<file path="src/sv/edmt_pkg.sv">
// edmt_pkg: shared constants, control word types and the microcode rom
// for the egg drop minimum trials block; depends on nothing
`default_nettype none

package edmt_pkg;

  // built bounds
  localparam int MAX_EGGS   = 8;
  localparam int MAX_FLOORS = 256;

  // field widths
  localparam int EGGS_W   = 4;
  localparam int FLOORS_W = 9;
  localparam int DROP_W   = 9;

  // row storage and counters
  localparam int ROW_DEPTH = MAX_FLOORS + 1;
  localparam int ADDR_W    = $clog2(ROW_DEPTH);
  localparam int CNT_W     = $clog2(MAX_FLOORS + 2);
  localparam int EGG_CNT_W = $clog2(MAX_EGGS + 2);
  localparam int PC_W      = 4;

  typedef enum logic [3:0] {
    OP_NONE,
    OP_LATCH,
    OP_SETUP,
    OP_INIT_WR,
    OP_CUR0,
    OP_CUR1,
    OP_FTOP,
    OP_READ,
    OP_STORE,
    OP_SWAP,
    OP_RES_RD,
    OP_RES_OUT,
    OP_BAD_OUT
  } dp_op_t;

  typedef enum logic [2:0] {
    J_NEXT,
    J_ALWAYS,
    J_NO_START,
    J_BAD,
    J_F_NE_N,
    J_E_GT,
    J_F_GT,
    J_X_NE_F
  } jump_cond_t;

  typedef struct packed {
    dp_op_t            op;
    jump_cond_t        cond;
    logic [PC_W-1:0]   target;
  } uword_t;

  typedef struct packed {
    logic bad;
    logic f_ne_n;
    logic e_gt;
    logic f_gt;
    logic x_ne_f;
  } dp_flags_t;

  // microprogram step addresses
  localparam logic [PC_W-1:0] PC_IDLE    = PC_W'(0);
  localparam logic [PC_W-1:0] PC_SETUP   = PC_W'(1);
  localparam logic [PC_W-1:0] PC_INIT    = PC_W'(2);
  localparam logic [PC_W-1:0] PC_EGG     = PC_W'(3);
  localparam logic [PC_W-1:0] PC_CUR1    = PC_W'(4);
  localparam logic [PC_W-1:0] PC_FTOP    = PC_W'(5);
  localparam logic [PC_W-1:0] PC_READ    = PC_W'(6);
  localparam logic [PC_W-1:0] PC_DRAIN   = PC_W'(7);
  localparam logic [PC_W-1:0] PC_STORE   = PC_W'(8);
  localparam logic [PC_W-1:0] PC_SWAP    = PC_W'(9);
  localparam logic [PC_W-1:0] PC_RES_RD  = PC_W'(10);
  localparam logic [PC_W-1:0] PC_RES_OUT = PC_W'(11);
  localparam logic [PC_W-1:0] PC_BAD     = PC_W'(12);

  // microcode rom: one control word per step
  function automatic uword_t ucode_word(input logic [PC_W-1:0] pc);
    uword_t w;
    w = '{op: OP_NONE, cond: J_ALWAYS, target: PC_IDLE};
    unique case (pc)
      PC_IDLE:    w = '{op: OP_LATCH,   cond: J_NO_START, target: PC_IDLE};
      PC_SETUP:   w = '{op: OP_SETUP,   cond: J_BAD,      target: PC_BAD};
      PC_INIT:    w = '{op: OP_INIT_WR, cond: J_F_NE_N,   target: PC_INIT};
      PC_EGG:     w = '{op: OP_CUR0,    cond: J_E_GT,     target: PC_RES_RD};
      PC_CUR1:    w = '{op: OP_CUR1,    cond: J_NEXT,     target: PC_IDLE};
      PC_FTOP:    w = '{op: OP_FTOP,    cond: J_F_GT,     target: PC_SWAP};
      PC_READ:    w = '{op: OP_READ,    cond: J_X_NE_F,   target: PC_READ};
      PC_DRAIN:   w = '{op: OP_NONE,    cond: J_NEXT,     target: PC_IDLE};
      PC_STORE:   w = '{op: OP_STORE,   cond: J_ALWAYS,   target: PC_FTOP};
      PC_SWAP:    w = '{op: OP_SWAP,    cond: J_ALWAYS,   target: PC_EGG};
      PC_RES_RD:  w = '{op: OP_RES_RD,  cond: J_NEXT,     target: PC_IDLE};
      PC_RES_OUT: w = '{op: OP_RES_OUT, cond: J_ALWAYS,   target: PC_IDLE};
      PC_BAD:     w = '{op: OP_BAD_OUT, cond: J_ALWAYS,   target: PC_IDLE};
      default:    w = '{op: OP_NONE,    cond: J_ALWAYS,   target: PC_IDLE};
    endcase
    return w;
  endfunction

endpackage

`default_nettype wire

</file>
<file path="src/sv/edmt_seq.sv">
// edmt_seq: step counter, microcode fetch and conditional jumps
// depends on edmt_pkg
`default_nettype none

module edmt_seq (
  input  wire logic                clk,
  input  wire logic                rst,
  input  wire logic                start,
  input  wire edmt_pkg::dp_flags_t flags,
  output      edmt_pkg::dp_op_t    op,
  output      logic                busy
);
  import edmt_pkg::*;

  logic [PC_W-1:0] pc;
  logic [PC_W-1:0] pc_next;
  uword_t          w;
  logic            take;

  assign w    = ucode_word(pc);
  assign op   = w.op;
  assign busy = (pc != PC_IDLE);

  always_comb begin
    unique case (w.cond)
      J_NEXT:     take = 1'b0;
      J_ALWAYS:   take = 1'b1;
      J_NO_START: take = !start;
      J_BAD:      take = flags.bad;
      J_F_NE_N:   take = flags.f_ne_n;
      J_E_GT:     take = flags.e_gt;
      J_F_GT:     take = flags.f_gt;
      J_X_NE_F:   take = flags.x_ne_f;
      default:    take = 1'b1;
    endcase
    pc_next = take ? w.target : pc + PC_W'(1);
  end

  always_ff @(posedge clk) begin
    if (rst) begin
      pc <= PC_IDLE;
    end else begin
      pc <= pc_next;
    end
  end

endmodule

`default_nettype wire

</file>
<file path="config.mk">
export PLATFORM = sky130hd
export DESIGN_NAME = edmt_seq
export DESIGN_NICKNAME = d
export VERILOG_FILES = /design/src/sv/edmt_pkg.sv /design/src/sv/edmt_seq.sv
export SDC_FILE = /design/constraint.sdc
export NUM_CORES = 1
export LEC_CHECK = 0
export ABC_AREA = 1
export BUFFER_PORTS_ARGS = -buffer_cell sky130_fd_sc_hd__buf_4
export CAP_MARGIN = 20
export CORE_MARGIN = 4
export CORE_UTILIZATION = 30
export DETAILED_ROUTE_END_ITERATION = 16
export PLACE_DENSITY_LB_ADDON = 0.12
export SETUP_SLACK_MARGIN = 0.4
export SYNTH_ARGS = -nofsm -noshare
export SYNTH_HDL_FRONTEND = slang
export SYNTH_SLANG_ARGS = --single-unit
export TNS_END_PERCENT = 30
</file>
<file path="constraint.sdc">
create_clock -name clk -period 1.8 [get_ports clk]
set_clock_uncertainty 0.1 [all_clocks]
set_input_delay 0.18 -clock clk [delete_from_list [all_inputs] [get_ports clk]]
set_output_delay 0.18 -clock clk [all_outputs]
set_load 0.02 [all_outputs]
</file>
==> flow_summary_export.csv, run 1 <==
group,metric,value,unit
min_path,worstHoldEndpoint,"w[7]$_DFF_P_",
cts,clk_path_buf_depth,2,
grt,grt_pass1_wl,3.47,mm
cts,cts_tree,"yes",
cells_and_area,area_delta_synth_final,43.2,%
cells_and_area,antenna_cells,0,
die,dieWidth,62.4,µm
min_path,worstHoldPathCells,5,
die,start_util,31.9,%
synthesis,syn-cell-area,888,µm²
timing,period_minus_slack,1.86,ns
pwr,powerDensity,2110,nW/µm²
timing,fin_tns_setup,-0.0580,ns
detailed_routing,vias,817,
synthesis,ys_seq_area_share,33.8,%
detailed_routing,final_antenna_net_count,0,
pwr,peakVddDrop,0.00103,V
timing,worst_pin_slew,0.235,ns
cts,cts_sinks,15,
worst_setup_path,r2r_start,"w[4]$_DFF_P_",
cells_and_area,fillers,276,
cells_and_area,drive_gt1_share,43.0,%
outcome,violations,"negative setup slack",
worst_setup_path,r2r_slack,-0.06,ns
worst_setup_path,critPathArrivalTime,1.95,ns
grt,grt_max_degree,16,
detailed_routing,post_drt_wl_per_cell,11.5,µm
detailed_routing,drc_errors,0,
grt,overflow,0,
worst_setup_path,worstReg2RegEnd,"w[7]$_DFF_P_",
pwr,leakagePower,0.630,nW
worst_setup_path,worstSetupPathType,"reg2reg",
die,dieArea,3900,µm²
min_path,hold_path_startpoint,"rst",
worst_setup_path,crit_top_cell,"nand2_1",
worst_setup_path,start_kind,"register",
worst_setup_path,slowest_stage,"dfxtp_2",
die,row_count,19,
detailed_routing,wirelength,2.06,mm
synthesis,yosysUniqueCellTypes,22,
timing,clock.fmax,538,MHz
grt,grt_use_total,11.2,%
worst_setup_path,reg2reg_depth,13,
synthesis,ys_warn_count,0,
cts,cts-root-buf,"clkbuf_4",
synthesis,syn_inst,119,
cts,worstSkewPairLatency,0.29,ns
worst_setup_path,critPathCaptureType,"register",
worst_setup_path,slowest_delay,0.34,ns
detailed_routing,dr.first_iter.drc_count,9,
placement,gp_congestion,0.765,
worst_setup_path,required,1.89,ns
outcome,status,"finished with violations",
timing,hold_viol,0,
grt,grt_pass1_vias,813,
min_path,hold_path.class,"in2reg",
die,die_h,62.4,µm
cells_and_area,fin_util,45.7,%
cells_and_area,nets,166,
timing,fin_hold_ws,0.230,ns
cells_and_area,multi_input_area,594,µm²
timing,rsz0062_at_grt,"yes",
grt,antenna_found_initial,0,
timing,setup_ws,-0.0580,ns
timing,final.period_utilization,103,%
detailed_routing,firstDrtPassIters,4,
timing,slew_headroom,84.3,%
die,core_area,2780,µm²
timing,setup_viol,1,
placement,dp_hpwl,1.53,mm
cts,clk_pin_slew_worst_paths,0.09,ns
cts,cts_buffers,3,
cells_and_area,ff_latch_area,304,µm²
synthesis,synth_fp_nets,135,
cells_and_area,most-common-layout-cells,"28 x nand2_1, 28 x buf_4, 12 x dfxtp_1",
run,drv_cap,0,
synthesis,synth_area_per_cell,7.47,µm²
worst_setup_path,cp_cell_sequence,"inv_2, o21ai_1, nand2_1, nand2_2, nand2_4, nor2_4, nor2_4, ha_2, or2_4, nand4_1, nand2_1, nand2_1, nand2_1",
timing,drv_slew,0,
pwr,power,0.00269,W
cts,h-tree-depth,1,
detailed_routing,post_drt_via_cell_ratio,4.54,
synthesis,ys_seq_elements,15,
placement,numPortBuffers,12,
die,design.portCount,13,
worst_setup_path,crit_fanout,4,
==> how the worst max path moves through the flow <==
stage	end	slack, ns	start
2_1_floorplan	w[7]$_DFF_P_	0.03	w[4]$_DFF_P_
3_3_place_gp	w[7]$_DFF_P_	-0.007	w[4]$_DFF_P_
3_5_place_dp	w[7]$_DFF_P_	-0.03	w[4]$_DFF_P_
4_1_cts	w[7]$_DFF_P_	-0.02	w[4]$_DFF_P_
5_1_grt	w[7]$_DFF_P_	-0.19	w[4]$_DFF_P_
6_report	w[7]$_DFF_P_	-0.06	w[4]$_DFF_P_
==> where the power goes <==
part / leakage [nW] / switching, W / total [W] / internal [W]
clock: 0.0150 / 0.000111 / 0.000197 / 0.0000863
combinational: 0.490 / 0.00110 / 0.00194 / 0.000844
sequential: 0.126 / 0.0000608 / 0.000550 / 0.000490
==> layer usage <==
metal | vias up | part of all wire, % | global-route usage, %
met2 | 11 | 49 | 18.9
met4 | 0 | 3.1 | 7.96
met1 | 364 | 44 | 12.3
li1 | 437 | - | -
met5 | - | 0 | 0
met3 | 5 | 3.2 | 2.34
==> sequential cells by signal (all words and copies together) (netlist names) <==
register	count
w	11
pc	4
==> synth_stat cells (all sizes together) <==
cell type	number	area (µm²)
dfxtp	15	300
ha	8	100
xor2	1	8.76
or2	1	6.26
clkinv	1	3.75
nand2	36	148
nand4	3	18.8
inv	16	62.6
buf	5	41.3
o21ai	7	35.0
nor2	6	30.0
nand3	16	110
a21oi	3	15.0
xnor2	1	8.76
==> worst max-delay path, delay by kind of cell, from the launching register on <==
kind,cells,cell delay (ns)
adders and majority gates,1,0.19
and+or+nand+nor,10,0.97
DFF,1,0.34
AOI/OAI and AO/OA,1,0.12
buffers and inverters,1,0.04
==> logic make-up after synthesis <==
kind of cell / after synthesis / share of synthesized area [%]
xor gates and xnor gates: 2 / 1.97
adders and majority gates: 8 / 11.3
AOI/OAI and AO/OA: 10 / 5.63
and+or+nand+nor: 62 / 35.2
DFF: 15 / 33.8
buffers and inverters: 22 / 12.1
==> stage by stage <==
step           std cells  area (µm²)  setup WS [ns]
2_1_floorplan        119         972         0.0263
3_3_place_gp         167        1130       -0.00690
3_5_place_dp         167        1130        -0.0338
4_1_cts              176        1230        -0.0202
5_1_grt              180        1270         -0.193
6_report             180        1270        -0.0580
==> area by class of cell <==
class | instances | share of cell area [%]
repair buffers | 31 | 19.1
flip-flops and latches | 15 | 23.9
multi-input cells | 82 | 46.7
inverters | 17 | 5.21
well taps | 31 | 3.05
clock buffers | 4 | 2.06
==> timing repair <==
action / CTS / global route
hold endpoints to repair: 1 / 0
resized for setup: 7 / 4
pin swaps: 13 / 10
buffers inserted: 4 / 4
cloned: 0 / 0
hold buffers: 1 / 0
setup endpoints to repair: 13 / 16
Note: power is estimated with default switching activity, not from simulation.
==> run 2: changes to the inputs <==
clock period = 2.01 ns   (was 1.8 ns; I/O delays follow)
==> flow_summary_export.csv, run 2 (synthesis gave the netlist of run 1 again) <==
group,metric,value,unit
min_path,hold_path_startpoint,"rst",
worst_setup_path,cp_cell_sequence,"inv_1, ha_1, nor2_4, nor2_4, ha_2, or2_4, nand4_1, nand2_1, nand2_1, nand2_1",
pwr,intPower,0.00113,W
timing,rsz0062_at_grt,"yes",
timing,setup_viol,0,
worst_setup_path,slowest_delay,0.38,ns
cells_and_area,ff_latch_area,303,µm²
detailed_routing,post_drt_wl_per_cell,10.8,µm
pwr,powerDensity,1870,nW/µm²
cells_and_area,fillers,274,
pwr,seqPwrFrac,22.5,%
cells_and_area,drive_gt1_share,38.4,%
worst_setup_path,slowest_stage,"dfxtp_1",
cts,cts-root-buf,"clkbuf_4",
worst_setup_path,crit_top_cell,"nand2_1",
cells_and_area,layout_commonest_cell,"nand2_1",
timing,final.period_utilization,91.1,%
die,start_util,31.9,%
pwr,switching_share,48.7,%
detailed_routing,wirelength,1.82,mm
worst_setup_path,worstSetupPathType,"reg2reg",
min_path,worstHoldEndpoint,"pc[0]$_SDFF_PP0_",
cells_and_area,area_delta_synth_final,32.5,%
timing,hold_viol,0,
pwr,clkPwrFrac,7.7,%
detailed_routing,firstDrtPassIters,4,
worst_setup_path,r2r_start,"pc[0]$_SDFF_PP0_",
detailed_routing,dr.first_iter.drc_count,15,
placement,placed_area,1070,µm²
die,core_area,2780,µm²
die,dieWidth,62.4,µm
cells_and_area,antenna_cells,0,
outcome,status,"completed",
timing,period_minus_slack,1.83,ns
worst_setup_path,reg2reg_depth,10,
pwr,peakVddDrop,0.000769,V
worst_setup_path,start_kind,"register",
die,dieArea,3900,µm²
cts,cts_tree,"yes",
worst_setup_path,critPathCaptureType,"register",
worst_setup_path,crit_buf_inv,1,
placement,dp_hpwl,1.41,mm
cts,clk_path_buf_depth,2,
run,drv_cap,0,
timing,fin_tns_setup,0,ns
detailed_routing,post_drt_via_cell_ratio,4.48,
grt,grt_pass1_wl,3.17,mm
timing,slew_headroom,83.9,%
grt,overflow,0,
placement,gp_congestion,0.855,
pwr,combPwrFrac,69.8,%
cells_and_area,multi_input_area,593,µm²
cells_and_area,largest_register_ffs,11,
cts,holdBufCountCts,0,
cts,cts_sinks,15,
die,row_count,19,
cells_and_area,most-common-layout-cells,"28 x nand2_1, 20 x buf_4, 13 x dfxtp_1",
worst_setup_path,r2r_slack,0.18,ns
worst_setup_path,worstReg2RegEnd,"w[7]$_DFF_P_",
cts,h-tree-depth,1,
grt,antenna_found_initial,0,
cells_and_area,fin_util,42.3,%
placement,numPortBuffers,12,
timing,worst_pin_slew,0.239,ns
grt,grt_max_degree,16,
cells_and_area,nets,155,
cts,worstSkewPairLatency,0.28,ns
timing,drv_slew,0,
worst_setup_path,cp_top_family,"simple AND/OR/NAND/NOR gates",
detailed_routing,vias,757,
detailed_routing,drc_errors,0,
pwr,power,0.00220,W
worst_setup_path,critPathArrivalTime,1.91,ns
min_path,worstHoldPathCells,2,
grt,grt_pass1_vias,736,
detailed_routing,final_antenna_net_count,0,
worst_setup_path,required,2.09,ns
grt,grt_use_total,10.1,%
cts,clk_pin_slew_worst_paths,0.09,ns
pwr,switching_power,0.00107,W
worst_setup_path,crit_fanout,4,
timing,clock.fmax,546,MHz
die,die_h,62.4,µm
cts,cts_buffers,3,
min_path,hold_path.class,"in2reg",
placement,dp.cells,159,
cells_and_area,final_area,1180,µm²
die,design.portCount,13,
pwr,leakagePower,0.574,nW
cells_and_area,fin_cells,169,
-- run 2: power by group through the flow --
stage          sequential [W]  combinational (W)  clock (W)
2_1_floorplan        0.000490            0.00116          0
6_report             0.000495            0.00154   0.000170
3_5_place_dp         0.000502            0.00139          0
5_1_grt              0.000509            0.00173   0.000193
4_1_cts              0.000496            0.00148   0.000175
3_3_place_gp         0.000501            0.00140          0
-- run 2: how the worst max path moves through the flow --
| stage | startpoint | end | slack (ns) | cells after the start |
|---|---|---|---|---|
| 3_5_place_dp | w[4]$_DFF_P_ | w[1]$_DFF_P_ | 0.12 | 14 |
| 5_1_grt | w[4]$_DFF_P_ | w[9]$_DFF_P_ | 0.05 | 12 |
| 2_1_floorplan | w[4]$_DFF_P_ | w[7]$_DFF_P_ | 0.24 | 15 |
| 6_report | pc[0]$_SDFF_PP0_ | w[7]$_DFF_P_ | 0.18 | 10 |
| 4_1_cts | w[4]$_DFF_P_ | w[7]$_DFF_P_ | 0.15 | 13 |
| 3_3_place_gp | w[4]$_DFF_P_ | w[1]$_DFF_P_ | 0.11 | 14 |
-- run 2: metal layers --
metal	global-route usage [%]	wire length, µm	up-vias
met3	2.16	64	4
li1	-	-	413
met5	0	0	-
met1	12.5	851	328
met2	15.8	862	12
met4	6.10	40	0
-- run 2: worst reg2reg max path, cell delays in order, from the launching register on --
cell	delay [ns]
dfxtp_1	0.38
inv_1	0.06
ha_1	0.32
nor2_4	0.17
nor2_4	0.07
ha_2	0.18
or2_4	0.22
nand4_1	0.08
nand2_1	0.05
nand2_1	0.05
nand2_1	0.04
-- run 2: layout make-up --
type | instances | share of cell area, %
repair buffers | 20 | 12.8
well taps | 31 | 3.29
clock buffers | 4 | 2.23
flip-flops and latches | 15 | 25.7
inverters | 17 | 5.63
multi-input cells | 82 | 50.4
-- run 2: per-stage QoR --
stage | worst slack [ns] | hold slack (ns)
after floorplan | 0.236 | 0.173
after CTS | 0.154 | 0.00779
final | 0.178 | 0.00877
after detailed placement | 0.121 | 0.297
after global placement | 0.106 | 0.291
after global routing | 0.0479 | 0.00629
-- run 2: what timing repair did --
action,4_1_cts,5_1_grt
pin swaps,7,7
gates resized for setup,5,3
setup endpoints to repair,10,11
buffers inserted,3,3
==> run 3: changes to the inputs <==
RECOVER_POWER = 100   (was default)
==> flow_summary_export.csv, run 3 (synthesis gave the netlist of run 1 again) <==
group,metric,value,unit
outcome,status,"completed",
cts,cts-root-buf,"clkbuf_4",
detailed_routing,vias,765,
grt,antenna_found_initial,0,
worst_setup_path,worstSetupPathType,"reg2reg",
cells_and_area,area_delta_synth_final,29.4,%
cts,clk_path_buf_depth,2,
timing,slew_headroom,82.8,%
timing,hold_viol,0,
detailed_routing,drc_errors,0,
timing,drv_slew,0,
grt,grt_use_total,10.1,%
detailed_routing,post_drt_wl_per_cell,10.9,µm
worst_setup_path,crit_fanout,5,
pwr,peakVddDrop,0.000764,V
cells_and_area,fin_cells,169,
timing,period_minus_slack,1.83,ns
die,core_area,2780,µm²
cells_and_area,fillers,276,
pwr,powerDensity,1860,nW/µm²
cts,cts_sinks,15,
worst_setup_path,start_kind,"register",
detailed_routing,final_antenna_net_count,0,
detailed_routing,firstDrtPassIters,4,
die,design.portCount,13,
grt,grt_pass1_vias,736,
cells_and_area,nets,155,
die,dieArea,3900,µm²
timing,rsz0062_at_grt,"yes",
detailed_routing,dr.first_iter.drc_count,28,
timing,setup_viol,0,
detailed_routing,wirelength,1.84,mm
worst_setup_path,critPathArrivalTime,1.91,ns
cells_and_area,antenna_cells,0,
run,drv_cap,0,
cts,h-tree-depth,1,
die,die_h,62.4,µm
timing,clock.fmax,547,MHz
cts,cts_tree,"yes",
die,start_util,31.9,%
cts,clk_pin_slew_worst_paths,0.09,ns
placement,gp_congestion,0.855,
detailed_routing,post_drt_via_cell_ratio,4.53,
die,dieWidth,62.4,µm
cells_and_area,drive_gt1_share,31.9,%
pwr,leakagePower,0.556,nW
placement,dp_hpwl,1.41,mm
grt,overflow,0,
placement,dp.cells,159,
grt,grt_pass1_wl,3.17,mm
grt,grt_max_degree,16,
timing,fin_tns_setup,0,ns
placement,numPortBuffers,12,
worst_setup_path,required,2.09,ns
cells_and_area,layout_commonest_cell,"nand2_1",
cells_and_area,most-common-layout-cells,"29 x nand2_1, 14 x buf_4, 13 x dfxtp_1",
die,row_count,19,
worst_setup_path,critPathCaptureType,"register",
cts,worstSkewPairLatency,0.28,ns
cts,cts_buffers,3,
timing,worst_pin_slew,0.260,ns
cells_and_area,largest_register_ffs,11,
timing,final.period_utilization,91.0,%
min_path,hold_path.class,"in2reg",
-- run 3: final timing paths --
check                                  start          endpoint  slack, ns  cells past startpoint
worst max-delay path            w[4]$_DFF_P_      w[7]$_DFF_P_       0.18                     13
worst min-delay path                     rst  pc[0]$_SDFF_PP0_       0.01                      2
worst max register to register  w[4]$_DFF_P_      w[7]$_DFF_P_       0.18                     13
worst min register to register  w[1]$_DFF_P_  pc[1]$_SDFF_PP0_       0.50                      4
-- run 3: critical path, cell delays in order (launching register included) --
cell,delay (ns)
dfxtp_2,0.34
inv_2,0.05
o21ai_1,0.11
nand2_1,0.07
nand2_2,0.12
nand2_4,0.10
nor2_4,0.15
nor2_4,0.07
ha_2,0.18
or2_4,0.22
nand4_1,0.08
nand2_1,0.05
nand2_1,0.05
nand2_1,0.04
-- run 3: layout make-up --
class / count / area [µm²] / share of cell area (%)
timing repair buffer: 20 / 128 / 11.1
tap: 31 / 38.8 / 3.37
multi-input combinational: 82 / 588 / 51.1
inverter: 17 / 66.3 / 5.77
clock buffer: 4 / 26.3 / 2.29
sequential: 15 / 303 / 26.3
-- run 3: per-layer routing --
metal	up-vias	part of all wire, %	GRT usage, %	routed length, µm
met1	335	47	12.5	854
met5	-	0	0	0
met2	14	47	15.8	868
li1	412	-	-	-
met3	4	4.0	2.16	74
met4	0	2.1	6.10	38
-- run 3: what timing repair did --
action	4_1_cts	5_1_grt
hold endpoints to repair	0	0
setup buffers	3	3
setup endpoints to repair	10	11
hold buffers	0	0
pin swaps	7	7
gates resized for setup	5	3
-- run 3: power by group --
| part | total [W] | switching [W] | internal [W] |
|---|---|---|---|
| sequential | 0.000494 | 0.0000571 | 0.000437 |
| clock | 0.000168 | 0.0000915 | 0.0000770 |
| combinational | 0.00147 | 0.000915 | 0.000558 |
| total | 0.00214 | 0.00106 | 0.00107 |
-- run 3: through the flow --
stage          cell area [µm²]  hold slack (ns)  setup slack, ns  utilization, %  power [W]
6_report                  1150           0.0122            0.180            41.3    0.00214
3_5_place_dp              1070            0.297            0.121            38.6    0.00190
2_1_floorplan              972            0.173            0.236               -    0.00165
3_3_place_gp              1070            0.291            0.106            38.6    0.00190
4_1_cts                   1140          0.00779            0.154            41.2    0.00215
5_1_grt                   1150          0.00629           0.0306            41.3    0.00236
